## src/design/lra_pkg.sv

```systemverilog
package lra_pkg;

   localparam int TABLE_ENTRIES_DEF = 8;
   localparam int MAX_REMOVALS = 8;
   localparam int RM_W = $clog2(MAX_REMOVALS + 1);
   localparam logic [63:0] EXPIRY_RESET = 64'd1000000;

   localparam int REQ_DATA_W = 104;
   localparam int REQ_USER_W = 3;
   localparam int RSP_DATA_W = 136;
   localparam int RSP_USER_W = 4;

   typedef enum logic [1:0] {
      OP_ANNOUNCE  = 2'd0,
      OP_HEARTBEAT = 2'd1,
      OP_SWEEP     = 2'd2,
      OP_QUERY     = 2'd3
   } opcode_type;

   typedef enum logic [2:0] {
      EV_APPEARED    = 3'd0,
      EV_RESTARTED   = 3'd1,
      EV_DISAPPEARED = 3'd2,
      EV_QUERY       = 3'd3,
      EV_FULL        = 3'd4
   } event_type;

   typedef enum logic [1:0] {
      ST_IDLE,
      ST_SCAN,
      ST_FINISH,
      ST_FLUSH
   } state_type;

endpackage

```

## src/design/liveness_registry_with_aging.sv

```systemverilog
// Presence table of up to TABLE_ENTRIES sources keyed by kind and route, kept in arrival
// order. Announces and serial heartbeats refresh or append an entry, sweeps drop aged
// entries (at most eight per sweep) and queries return the first nonzero node id for a
// kind. The table is walked one entry per cycle, save while a sweep waits on the result side,
// past a single compare and age unit at its head, each entry being reinserted at the tail
// of the live region or dropped; a new item is taken only once the last is through, and a
// rejected announce gives no word. The user must write expiry_time_us through csr_wr_en and
// csr_wr_data only while the block is idle; the block itself does not enforce this.
module liveness_registry_with_aging
   import lra_pkg::*;
#(
   parameter int TABLE_ENTRIES = TABLE_ENTRIES_DEF
) (
   input  logic                  clock,
   input  logic                  reset,
   input  logic                  csr_wr_en,
   input  logic [63:0]           csr_wr_data,     // expiry_time_us
   input  logic                  req_tvalid,
   output logic                  req_tready,
   // source_kind[7:0], node_ident[39:8], now_us[103:40]
   input  logic [REQ_DATA_W-1:0] req_tdata,
   // opcode[1:0], packet_ok[2]
   input  logic [REQ_USER_W-1:0] req_tuser,
   output logic                  rsp_tvalid,
   input  logic                  rsp_tready,
   // out_kind[7:0], out_node_ident[39:8], out_last_seen_us[103:40], reject_total[135:104]
   output logic [RSP_DATA_W-1:0] rsp_tdata,
   // event_code[2:0], out_via_serial[3]
   output logic [RSP_USER_W-1:0] rsp_tuser,
   output logic                  rsp_tlast
);

   localparam int IDX_W = (TABLE_ENTRIES > 1) ? $clog2(TABLE_ENTRIES) : 1;
   localparam int CNT_W = $clog2(TABLE_ENTRIES + 1);

   // table storage, read only at the head
   logic [7:0]  kind_ff  [TABLE_ENTRIES];
   logic [7:0]  kind_in  [TABLE_ENTRIES];
   logic        route_ff [TABLE_ENTRIES];
   logic        route_in [TABLE_ENTRIES];
   logic [31:0] node_ff  [TABLE_ENTRIES];
   logic [31:0] node_in  [TABLE_ENTRIES];
   logic [63:0] seen_ff  [TABLE_ENTRIES];
   logic [63:0] seen_in  [TABLE_ENTRIES];

   state_type        state_ff, state_in;
   opcode_type       op_ff, op_in;
   logic [7:0]       kind_arg_ff, kind_arg_in;
   logic [31:0]      node_arg_ff, node_arg_in;
   logic             route_arg_ff, route_arg_in;
   logic [63:0]      now_ff, now_in;
   logic [CNT_W-1:0] cnt_ff, cnt_in;
   logic [CNT_W-1:0] left_ff, left_in;
   logic [RM_W-1:0]  removed_ff, removed_in;
   logic             hit_ff, hit_in;
   logic             restart_ff, restart_in;
   logic [31:0]      reject_ff, reject_in;
   logic [63:0]      expiry_ff, expiry_in;

   logic             pend_valid_ff, pend_valid_in;
   event_type        pend_code_ff, pend_code_in;
   logic [7:0]       pend_kind_ff, pend_kind_in;
   logic [31:0]      pend_node_ff, pend_node_in;
   logic             pend_serial_ff, pend_serial_in;
   logic [63:0]      pend_seen_ff, pend_seen_in;

   logic             rsp_valid_ff, rsp_valid_in;
   event_type        rsp_code_ff, rsp_code_in;
   logic [7:0]       rsp_kind_ff, rsp_kind_in;
   logic [31:0]      rsp_node_ff, rsp_node_in;
   logic             rsp_serial_ff, rsp_serial_in;
   logic [63:0]      rsp_seen_ff, rsp_seen_in;
   logic [31:0]      rsp_reject_ff, rsp_reject_in;
   logic             rsp_last_ff, rsp_last_in;

   opcode_type       req_op;
   logic [7:0]       req_kind;
   logic [31:0]      req_node;
   logic [63:0]      req_now;
   logic             req_ok;

   logic             shift_en, wr_en;
   logic [IDX_W-1:0] wr_idx;
   logic [7:0]       wr_kind;
   logic             wr_route;
   logic [31:0]      wr_node;
   logic [63:0]      wr_seen;
   logic             out_load, out_last, out_free;
   logic [CNT_W-1:0] cnt_m1;
   logic [64:0]      age_diff;
   logic             aged, key_match;

   assign req_op   = opcode_type'(req_tuser[1:0]);
   assign req_ok   = req_tuser[2];
   assign req_kind = req_tdata[7:0];
   assign req_node = req_tdata[39:8];
   assign req_now  = req_tdata[103:40];

   assign req_tready = (state_ff == ST_IDLE) && !reset;
   assign rsp_tvalid = rsp_valid_ff;
   assign rsp_tdata  = {rsp_reject_ff, rsp_seen_ff, rsp_node_ff, rsp_kind_ff};
   assign rsp_tuser  = {rsp_serial_ff, rsp_code_ff};
   assign rsp_tlast  = rsp_last_ff;

   assign out_free = !rsp_valid_ff || rsp_tready;
   assign cnt_m1   = cnt_ff - CNT_W'(1);

   // shared head unit: key compare and age check
   assign key_match = (kind_ff[0] == kind_arg_ff) && (route_ff[0] == route_arg_ff);
   assign age_diff  = {1'b0, now_ff} - {1'b0, seen_ff[0]};
   assign aged      = !age_diff[64] && (age_diff[63:0] >= expiry_ff);

   always_comb begin
      state_in       = state_ff;
      op_in          = op_ff;
      kind_arg_in    = kind_arg_ff;
      node_arg_in    = node_arg_ff;
      route_arg_in   = route_arg_ff;
      now_in         = now_ff;
      cnt_in         = cnt_ff;
      left_in        = left_ff;
      removed_in     = removed_ff;
      hit_in         = hit_ff;
      restart_in     = restart_ff;
      reject_in      = reject_ff;
      expiry_in      = csr_wr_en ? csr_wr_data : expiry_ff;
      pend_valid_in  = pend_valid_ff;
      pend_code_in   = pend_code_ff;
      pend_kind_in   = pend_kind_ff;
      pend_node_in   = pend_node_ff;
      pend_serial_in = pend_serial_ff;
      pend_seen_in   = pend_seen_ff;
      shift_en       = 1'b0;
      wr_en          = 1'b0;
      wr_idx         = cnt_m1[IDX_W-1:0];
      wr_kind        = kind_ff[0];
      wr_route       = route_ff[0];
      wr_node        = node_ff[0];
      wr_seen        = seen_ff[0];
      out_load       = 1'b0;
      out_last       = 1'b0;

      unique case (state_ff)
         ST_IDLE: begin
            if (req_tvalid) begin
               if (req_op == OP_ANNOUNCE && (req_node == 32'd0 || !req_ok)) begin
                  if (reject_ff != '1) begin
                     reject_in = reject_ff + 32'd1;
                  end
               end else begin
                  op_in        = req_op;
                  kind_arg_in  = (req_op == OP_HEARTBEAT) ? 8'd0 : req_kind;
                  node_arg_in  = (req_op == OP_HEARTBEAT) ? 32'd0 : req_node;
                  route_arg_in = (req_op == OP_HEARTBEAT);
                  now_in       = req_now;
                  left_in      = cnt_ff;
                  removed_in   = '0;
                  hit_in       = 1'b0;
                  restart_in   = 1'b0;
                  state_in     = ST_SCAN;
               end
            end
         end
         ST_SCAN: begin
            if (left_ff == '0) begin
               state_in = ST_FINISH;
            end else begin
               left_in = left_ff - CNT_W'(1);
               unique case (op_ff) inside
                  OP_ANNOUNCE, OP_HEARTBEAT: begin
                     shift_en = 1'b1;
                     wr_en    = 1'b1;
                     if (key_match && !hit_ff) begin
                        hit_in     = 1'b1;
                        restart_in = (node_arg_ff != 32'd0) && (node_ff[0] != node_arg_ff);
                        wr_node    = node_arg_ff;
                        wr_seen    = now_ff;
                     end
                  end
                  OP_QUERY: begin
                     shift_en = 1'b1;
                     wr_en    = 1'b1;
                     if (!hit_ff && kind_ff[0] == kind_arg_ff && node_ff[0] != 32'd0) begin
                        hit_in         = 1'b1;
                        pend_node_in   = node_ff[0];
                        pend_serial_in = route_ff[0];
                        pend_seen_in   = seen_ff[0];
                     end
                  end
                  OP_SWEEP: begin
                     if (aged && removed_ff < RM_W'(MAX_REMOVALS)) begin
                        if (pend_valid_ff && !out_free) begin
                           // hold the walk until the earlier word can move out
                           left_in = left_ff;
                        end else begin
                           out_load       = pend_valid_ff;
                           pend_valid_in  = 1'b1;
                           pend_code_in   = EV_DISAPPEARED;
                           pend_kind_in   = kind_ff[0];
                           pend_node_in   = node_ff[0];
                           pend_serial_in = route_ff[0];
                           pend_seen_in   = seen_ff[0];
                           shift_en       = 1'b1;
                           cnt_in         = cnt_m1;
                           removed_in     = removed_ff + RM_W'(1);
                        end
                     end else begin
                        shift_en = 1'b1;
                        wr_en    = 1'b1;
                     end
                  end
                  default: ;
               endcase
            end
         end
         ST_FINISH: begin
            state_in = ST_FLUSH;
            unique case (op_ff) inside
               OP_ANNOUNCE, OP_HEARTBEAT: begin
                  pend_kind_in   = kind_arg_ff;
                  pend_node_in   = node_arg_ff;
                  pend_serial_in = route_arg_ff;
                  pend_seen_in   = now_ff;
                  if (hit_ff) begin
                     pend_valid_in = restart_ff;
                     pend_code_in  = EV_RESTARTED;
                  end else if (cnt_ff < CNT_W'(TABLE_ENTRIES)) begin
                     wr_en         = 1'b1;
                     wr_idx        = cnt_ff[IDX_W-1:0];
                     wr_kind       = kind_arg_ff;
                     wr_route      = route_arg_ff;
                     wr_node       = node_arg_ff;
                     wr_seen       = now_ff;
                     cnt_in        = cnt_ff + CNT_W'(1);
                     pend_valid_in = 1'b1;
                     pend_code_in  = EV_APPEARED;
                  end else begin
                     pend_valid_in = 1'b1;
                     pend_code_in  = EV_FULL;
                  end
               end
               OP_QUERY: begin
                  pend_valid_in = 1'b1;
                  pend_code_in  = EV_QUERY;
                  pend_kind_in  = kind_arg_ff;
                  if (!hit_ff) begin
                     pend_node_in   = 32'd0;
                     pend_serial_in = 1'b0;
                     pend_seen_in   = 64'd0;
                  end
               end
               OP_SWEEP: ;
               default: ;
            endcase
         end
         ST_FLUSH: begin
            if (!pend_valid_ff) begin
               state_in = ST_IDLE;
            end else if (out_free) begin
               out_load      = 1'b1;
               out_last      = 1'b1;
               pend_valid_in = 1'b0;
               state_in      = ST_IDLE;
            end
         end
         default: state_in = ST_IDLE;
      endcase
   end

   // table update: pop the head, then place one word at the chosen slot
   always_comb begin
      kind_in  = kind_ff;
      route_in = route_ff;
      node_in  = node_ff;
      seen_in  = seen_ff;
      if (shift_en) begin
         for (int i = 0; i < TABLE_ENTRIES - 1; i++) begin
            kind_in[i]  = kind_ff[i+1];
            route_in[i] = route_ff[i+1];
            node_in[i]  = node_ff[i+1];
            seen_in[i]  = seen_ff[i+1];
         end
      end
      if (wr_en) begin
         kind_in[wr_idx]  = wr_kind;
         route_in[wr_idx] = wr_route;
         node_in[wr_idx]  = wr_node;
         seen_in[wr_idx]  = wr_seen;
      end
   end

   always_comb begin
      rsp_valid_in  = out_load ? 1'b1 : (rsp_tready ? 1'b0 : rsp_valid_ff);
      rsp_code_in   = rsp_code_ff;
      rsp_kind_in   = rsp_kind_ff;
      rsp_node_in   = rsp_node_ff;
      rsp_serial_in = rsp_serial_ff;
      rsp_seen_in   = rsp_seen_ff;
      rsp_reject_in = rsp_reject_ff;
      rsp_last_in   = rsp_last_ff;
      if (out_load) begin
         rsp_code_in   = pend_code_ff;
         rsp_kind_in   = pend_kind_ff;
         rsp_node_in   = pend_node_ff;
         rsp_serial_in = pend_serial_ff;
         rsp_seen_in   = pend_seen_ff;
         rsp_reject_in = reject_ff;
         rsp_last_in   = out_last;
      end
   end

   always_ff @(posedge clock) begin
      if (reset) begin
         state_ff      <= ST_IDLE;
         cnt_ff        <= '0;
         pend_valid_ff <= 1'b0;
         rsp_valid_ff  <= 1'b0;
         reject_ff     <= '0;
         expiry_ff     <= EXPIRY_RESET;
      end else begin
         state_ff      <= state_in;
         cnt_ff        <= cnt_in;
         pend_valid_ff <= pend_valid_in;
         rsp_valid_ff  <= rsp_valid_in;
         reject_ff     <= reject_in;
         expiry_ff     <= expiry_in;
      end
   end

   always_ff @(posedge clock) begin
      kind_ff        <= kind_in;
      route_ff       <= route_in;
      node_ff        <= node_in;
      seen_ff        <= seen_in;
      op_ff          <= op_in;
      kind_arg_ff    <= kind_arg_in;
      node_arg_ff    <= node_arg_in;
      route_arg_ff   <= route_arg_in;
      now_ff         <= now_in;
      left_ff        <= left_in;
      removed_ff     <= removed_in;
      hit_ff         <= hit_in;
      restart_ff     <= restart_in;
      pend_code_ff   <= pend_code_in;
      pend_kind_ff   <= pend_kind_in;
      pend_node_ff   <= pend_node_in;
      pend_serial_ff <= pend_serial_in;
      pend_seen_ff   <= pend_seen_in;
      rsp_code_ff    <= rsp_code_in;
      rsp_kind_ff    <= rsp_kind_in;
      rsp_node_ff    <= rsp_node_in;
      rsp_serial_ff  <= rsp_serial_in;
      rsp_seen_ff    <= rsp_seen_in;
      rsp_reject_ff  <= rsp_reject_in;
      rsp_last_ff    <= rsp_last_in;
   end

endmodule

```

## config.mk

```make
export PLATFORM = sky130hd
export DESIGN_NAME = liveness_registry_with_aging
export DESIGN_NICKNAME = d
export VERILOG_FILES = /design/src/design/lra_pkg.sv /design/src/design/liveness_registry_with_aging.sv
export SDC_FILE = /design/constraint.sdc
export NUM_CORES = 2
export LEC_CHECK = 0
export ABC_CLOCK_PERIOD_IN_PS = 23800
export BUFFER_PORTS_ARGS = -buffer_cell sky130_fd_sc_hd__buf_2
export CAP_MARGIN = 20
export CELL_PAD_IN_SITES_DETAIL_PLACEMENT = 1
export CELL_PAD_IN_SITES_GLOBAL_PLACEMENT = 1
export CORE_MARGIN = 5
export CORE_UTILIZATION = 35
export DETAILED_ROUTE_END_ITERATION = 8
export PLACE_DENSITY = 0.6
export SKIP_CTS_REPAIR_TIMING = 1
export SYNTH_ARGS = -nofsm -noshare
export SYNTH_HDL_FRONTEND = slang
export SYNTH_SLANG_ARGS = --single-unit
```

## constraint.sdc

```tcl
create_clock -name clock -period 23.8 [get_ports clock]
set_clock_uncertainty 0.2 [all_clocks]
set_input_delay 2.38 -clock clock [delete_from_list [all_inputs] [get_ports clock]]
set_output_delay 2.38 -clock clock [all_outputs]
set_load 0.05 [all_outputs]
```

==> impl_metrics.env <==
export IMPL_placed_area_um2=64100
export IMPL_netlist_top_cells_area="dfxtp_1 28%, mux2i_1 27%, edfxtp_1 23%, ha_1 2.8%, o21ai_0 1.7%"
export IMPL_synth_edf_count=471
export IMPL_p_int_mw=6.46
export IMPL_synth_xor_xnor_area_share_pct=1.91
export IMPL_first_global_vias=42735
export IMPL_grt_pass1_wl_um=270000
export IMPL_grt_max_degree=141
export IMPL_synth_top_family_by_area="multiplexers"
export IMPL_status="complete, no violations"
export IMPL_synth_top_area_share_pct=27.7
export IMPL_viasPerCell=5.19
export IMPL_arrival_ns=9.42
export IMPL_via_count=40675
export IMPL_cts_buffer_depth=3
export IMPL_synthCells=5158
export IMPL_seq_power_share_pct=36.8
export IMPL_core_um2=172000
export IMPL_comb_power_share_pct=41.2
export IMPL_mostFrequentLayoutCells="1635 x mux2i_1, 839 x dfxtp_1, 471 x edfxtp_1"
export IMPL_critPathLaunchType="flop"
export IMPL_period_minus_slack_ns=9.00
export IMPL_synth_simple_gate_area_share_pct=5.42
export IMPL_finalWorstSetupSlack_ns=14.80
export IMPL_avgSynthCellArea_um2=11.7
export IMPL_p_total_mw=10.6
export IMPL_initial_core_util_pct=35.2
export IMPL_ys_seq_area_share_pct=51.1
export IMPL_port_buffer_count=318
export IMPL_drc=0
export IMPL_drive_gt1_share_pct=11.8
export IMPL_utilization_pct=40.2
export IMPL_dp_slack_ns=14.85
export IMPL_timing_setup_tns_ns=0
export IMPL_finalHoldWorstSlack_ns=0.191
export IMPL_cts_made_buffers=152
export IMPL_final_nets=5708
export IMPL_synth_distinct_cells=65
export IMPL_die_area_um2=182000
export IMPL_chipWidth_um=426
export IMPL_synthesis_nets=5473
export IMPL_ant_nets=0
export IMPL_antenna_found_initial=10
export IMPL_final_common_cell="mux2i_1"
export IMPL_rsz0062_at_grt="false"
export IMPL_num_rows=152
export IMPL_place_inst=7549
export IMPL_worstSetupPathType="reg -> reg"
export IMPL_max_cap_viol_count=0
export IMPL_cts_sinks=1310
export IMPL_yosys_area_top_type="dfxtp_1"
export IMPL_powerDensity_nw_per_um2=154
export IMPL_finalCritPeriodShare_pct=37.8
export IMPL_required_ns=24.22
export IMPL_overflow=0
export IMPL_critPathMaxFanout=133
export IMPL_synth_compound_area_share_pct=6.96
export IMPL_drt_initial_drc_count=2058
export IMPL_fmax_ghz=0.111
export IMPL_syn_area_um2=60600
export IMPL_clock_latency_ns=0.82
export IMPL_setup_violations=0
export IMPL_dp_hpwl_um=119000
export IMPL_wl_per_cell_um=23.0
export IMPL_cts_tree="built"
export IMPL_synthToLayoutAreaGrowth_pct=14.1
export IMPL_synth_main_ff_cell="dfxtp_1"
export IMPL_max_vdd_ir_drop_mv=0.107
export IMPL_switchingPower_mw=4.17
export IMPL_cts_root_buf="clkbuf_16"
export IMPL_instances_no_fill=7840
export IMPL_drtPass1Iterations=5
export IMPL_endpoint_kind="flop"
export IMPL_synthAdderAreaFrac_pct=2.88
export IMPL_synthMuxAreaShare_pct=27.2
export IMPL_power_leakage_nw=31.2
export IMPL_hold_viol_final=0
export IMPL_finalMaxSlewViolations=0
export IMPL_fillCellCount=18444
export IMPL_cts_reportedPaths_clkPinSlew_ns=0.06
export IMPL_switching_share_pct=39.3
export IMPL_ys_ff_latch=1310
export IMPL_grt_util_all_layers_pct=19.4
export IMPL_clkPwrFrac_pct=22.0
export IMPL_relSlewSlack_pct=23.5
export IMPL_gp_congestion=0.825
export IMPL_io_pins=319
export IMPL_die_h_um=426
export IMPL_post_route_cell_area_um2=69100
export IMPL_yosysWarnings=0
export IMPL_htreeDepth=4
export IMPL_async_reset_ff_share_pct=0
export IMPL_min_path_type="reg -> reg"
export IMPL_wirelength_um=180000
export IMPL_worst_pin_slew_ns=1.15
[worst paths after layout]
path	depth (start not counted)	startpoint	endpoint	slack, ns
setup / recovery	25	now_ff[0]$_DFFE_PP_	seen_ff[505]$_DFF_P_	14.80
hold / removal	0	pend_seen_ff[55]$_DFFE_PP_	rsp_seen_ff[55]$_DFFE_PP_	0.19
setup reg to reg	25	now_ff[0]$_DFFE_PP_	seen_ff[505]$_DFF_P_	14.80
hold reg to reg	0	pend_seen_ff[55]$_DFFE_PP_	rsp_seen_ff[55]$_DFFE_PP_	0.19
[metal layers]
| layer | vias to the layer above | share of wire, % | track usage, % |
|---|---|---|---|
| li1 | 19221 | - | - |
| met1 | 20555 | 44 | 24.6 |
| met2 | 614 | 49 | 33.4 |
| met3 | 281 | 3.3 | 2.86 |
| met4 | 4 | 3.8 | 7.24 |
| met5 | - | 0.011 | 0 |
[cells in the mapped netlist (15+ instances only)]
cell and count:
a31oi_1 17, a22oi_1 97, clkbuf_1 111, buf_1 25
nor2_1 177, xnor2_1 83, inv_1 267, nor2b_1 19
nor3_1 30, and4_1 15, a21o_1 51, buf_2 64
o21bai_1 16, buf_4 65, and3_1 18, nand3_1 38
edfxtp_1 471, ha_1 138, nand4_1 43, o21a_1 18
xor2_1 49, o21ai_0 210, mux2i_1 1635, nor4_1 30
a21oi_1 110, nand2_1 264, a22o_1 35, and2_1 48
dfxtp_1 839, buf_6 39
[logic make-up after synthesis]
| group | after synthesis |
|---|---|
| xor+xnor | 132 |
| simple gates | 707 |
| buf+inv | 571 |
| fa+ha+maj | 139 |
| flops | 1310 |
| compound gates | 653 |
| mux | 1646 |
[flip-flops by register name, summed over array words and instances, names as in the netlist, 3 cells and up, named ones only]
name,cells
seen_ff,448
node_ff,224
expiry_ff,64
now_ff,64
pend_seen_ff,64
rsp_seen_ff,64
kind_ff,56
node_arg_ff,32
pend_node_ff,32
reject_ff,32
rsp_node_ff,32
rsp_reject_ff,32
kind_arg_ff,8
pend_kind_ff,8
rsp_kind_ff,8
route_ff,7
cnt_ff,4
left_ff,4
removed_ff,4
pend_code_ff,3
rsp_code_ff,3
[power groups by stage]
| stage | clock, mW | sequential, mW | combinational, mW |
|---|---|---|---|
| global placement | 0 | 3.93 | 4.27 |
| detailed placement | 0 | 3.95 | 4.41 |
| global route | 2.50 | 4.01 | 4.88 |
| finish | 2.34 | 3.91 | 4.38 |
| CTS | 2.41 | 3.91 | 4.43 |
| floorplan | 0 | 3.79 | 3.27 |
[worst max-delay path, cell delays in order (launching register included)]
cell	delay, ns
edfxtp_1	0.41
inv_1	0.09
ha_1	0.16
inv_1	0.05
fa_1	0.42
a211oi_1	0.35
o211ai_1	0.21
nand3_1	0.29
a211oi_1	0.19
o21ai_0	0.29
a21oi_1	0.15
o21ai_0	0.50
mux2i_1	0.14
a2111oi_0	0.72
ha_1	0.36
and4_1	0.20
a221oi_1	0.28
o32ai_1	0.14
o21bai_1	0.30
a21oi_4	0.17
a31oi_4	0.19
buf_4	0.77
buf_4	0.78
buf_12	0.67
mux2i_1	0.29
mux2i_1	0.12
[area by class of cell]
class | instances | area, um2 | share of cell area, %
Clock inverter | 78 | 757 | 1.09
Inverter | 267 | 1000 | 1.45
Sequential cell | 1310 | 30900 | 44.7
Antenna cell | 5 | 12.5 | 0.0181
Multi-Input combinational cell | 3277 | 27100 | 39.2
Timing Repair Buffer | 385 | 2140 | 3.09
Tap cell | 2310 | 2890 | 4.18
Clock buffer | 208 | 4270 | 6.17
(Power assumes the default switching activity.)
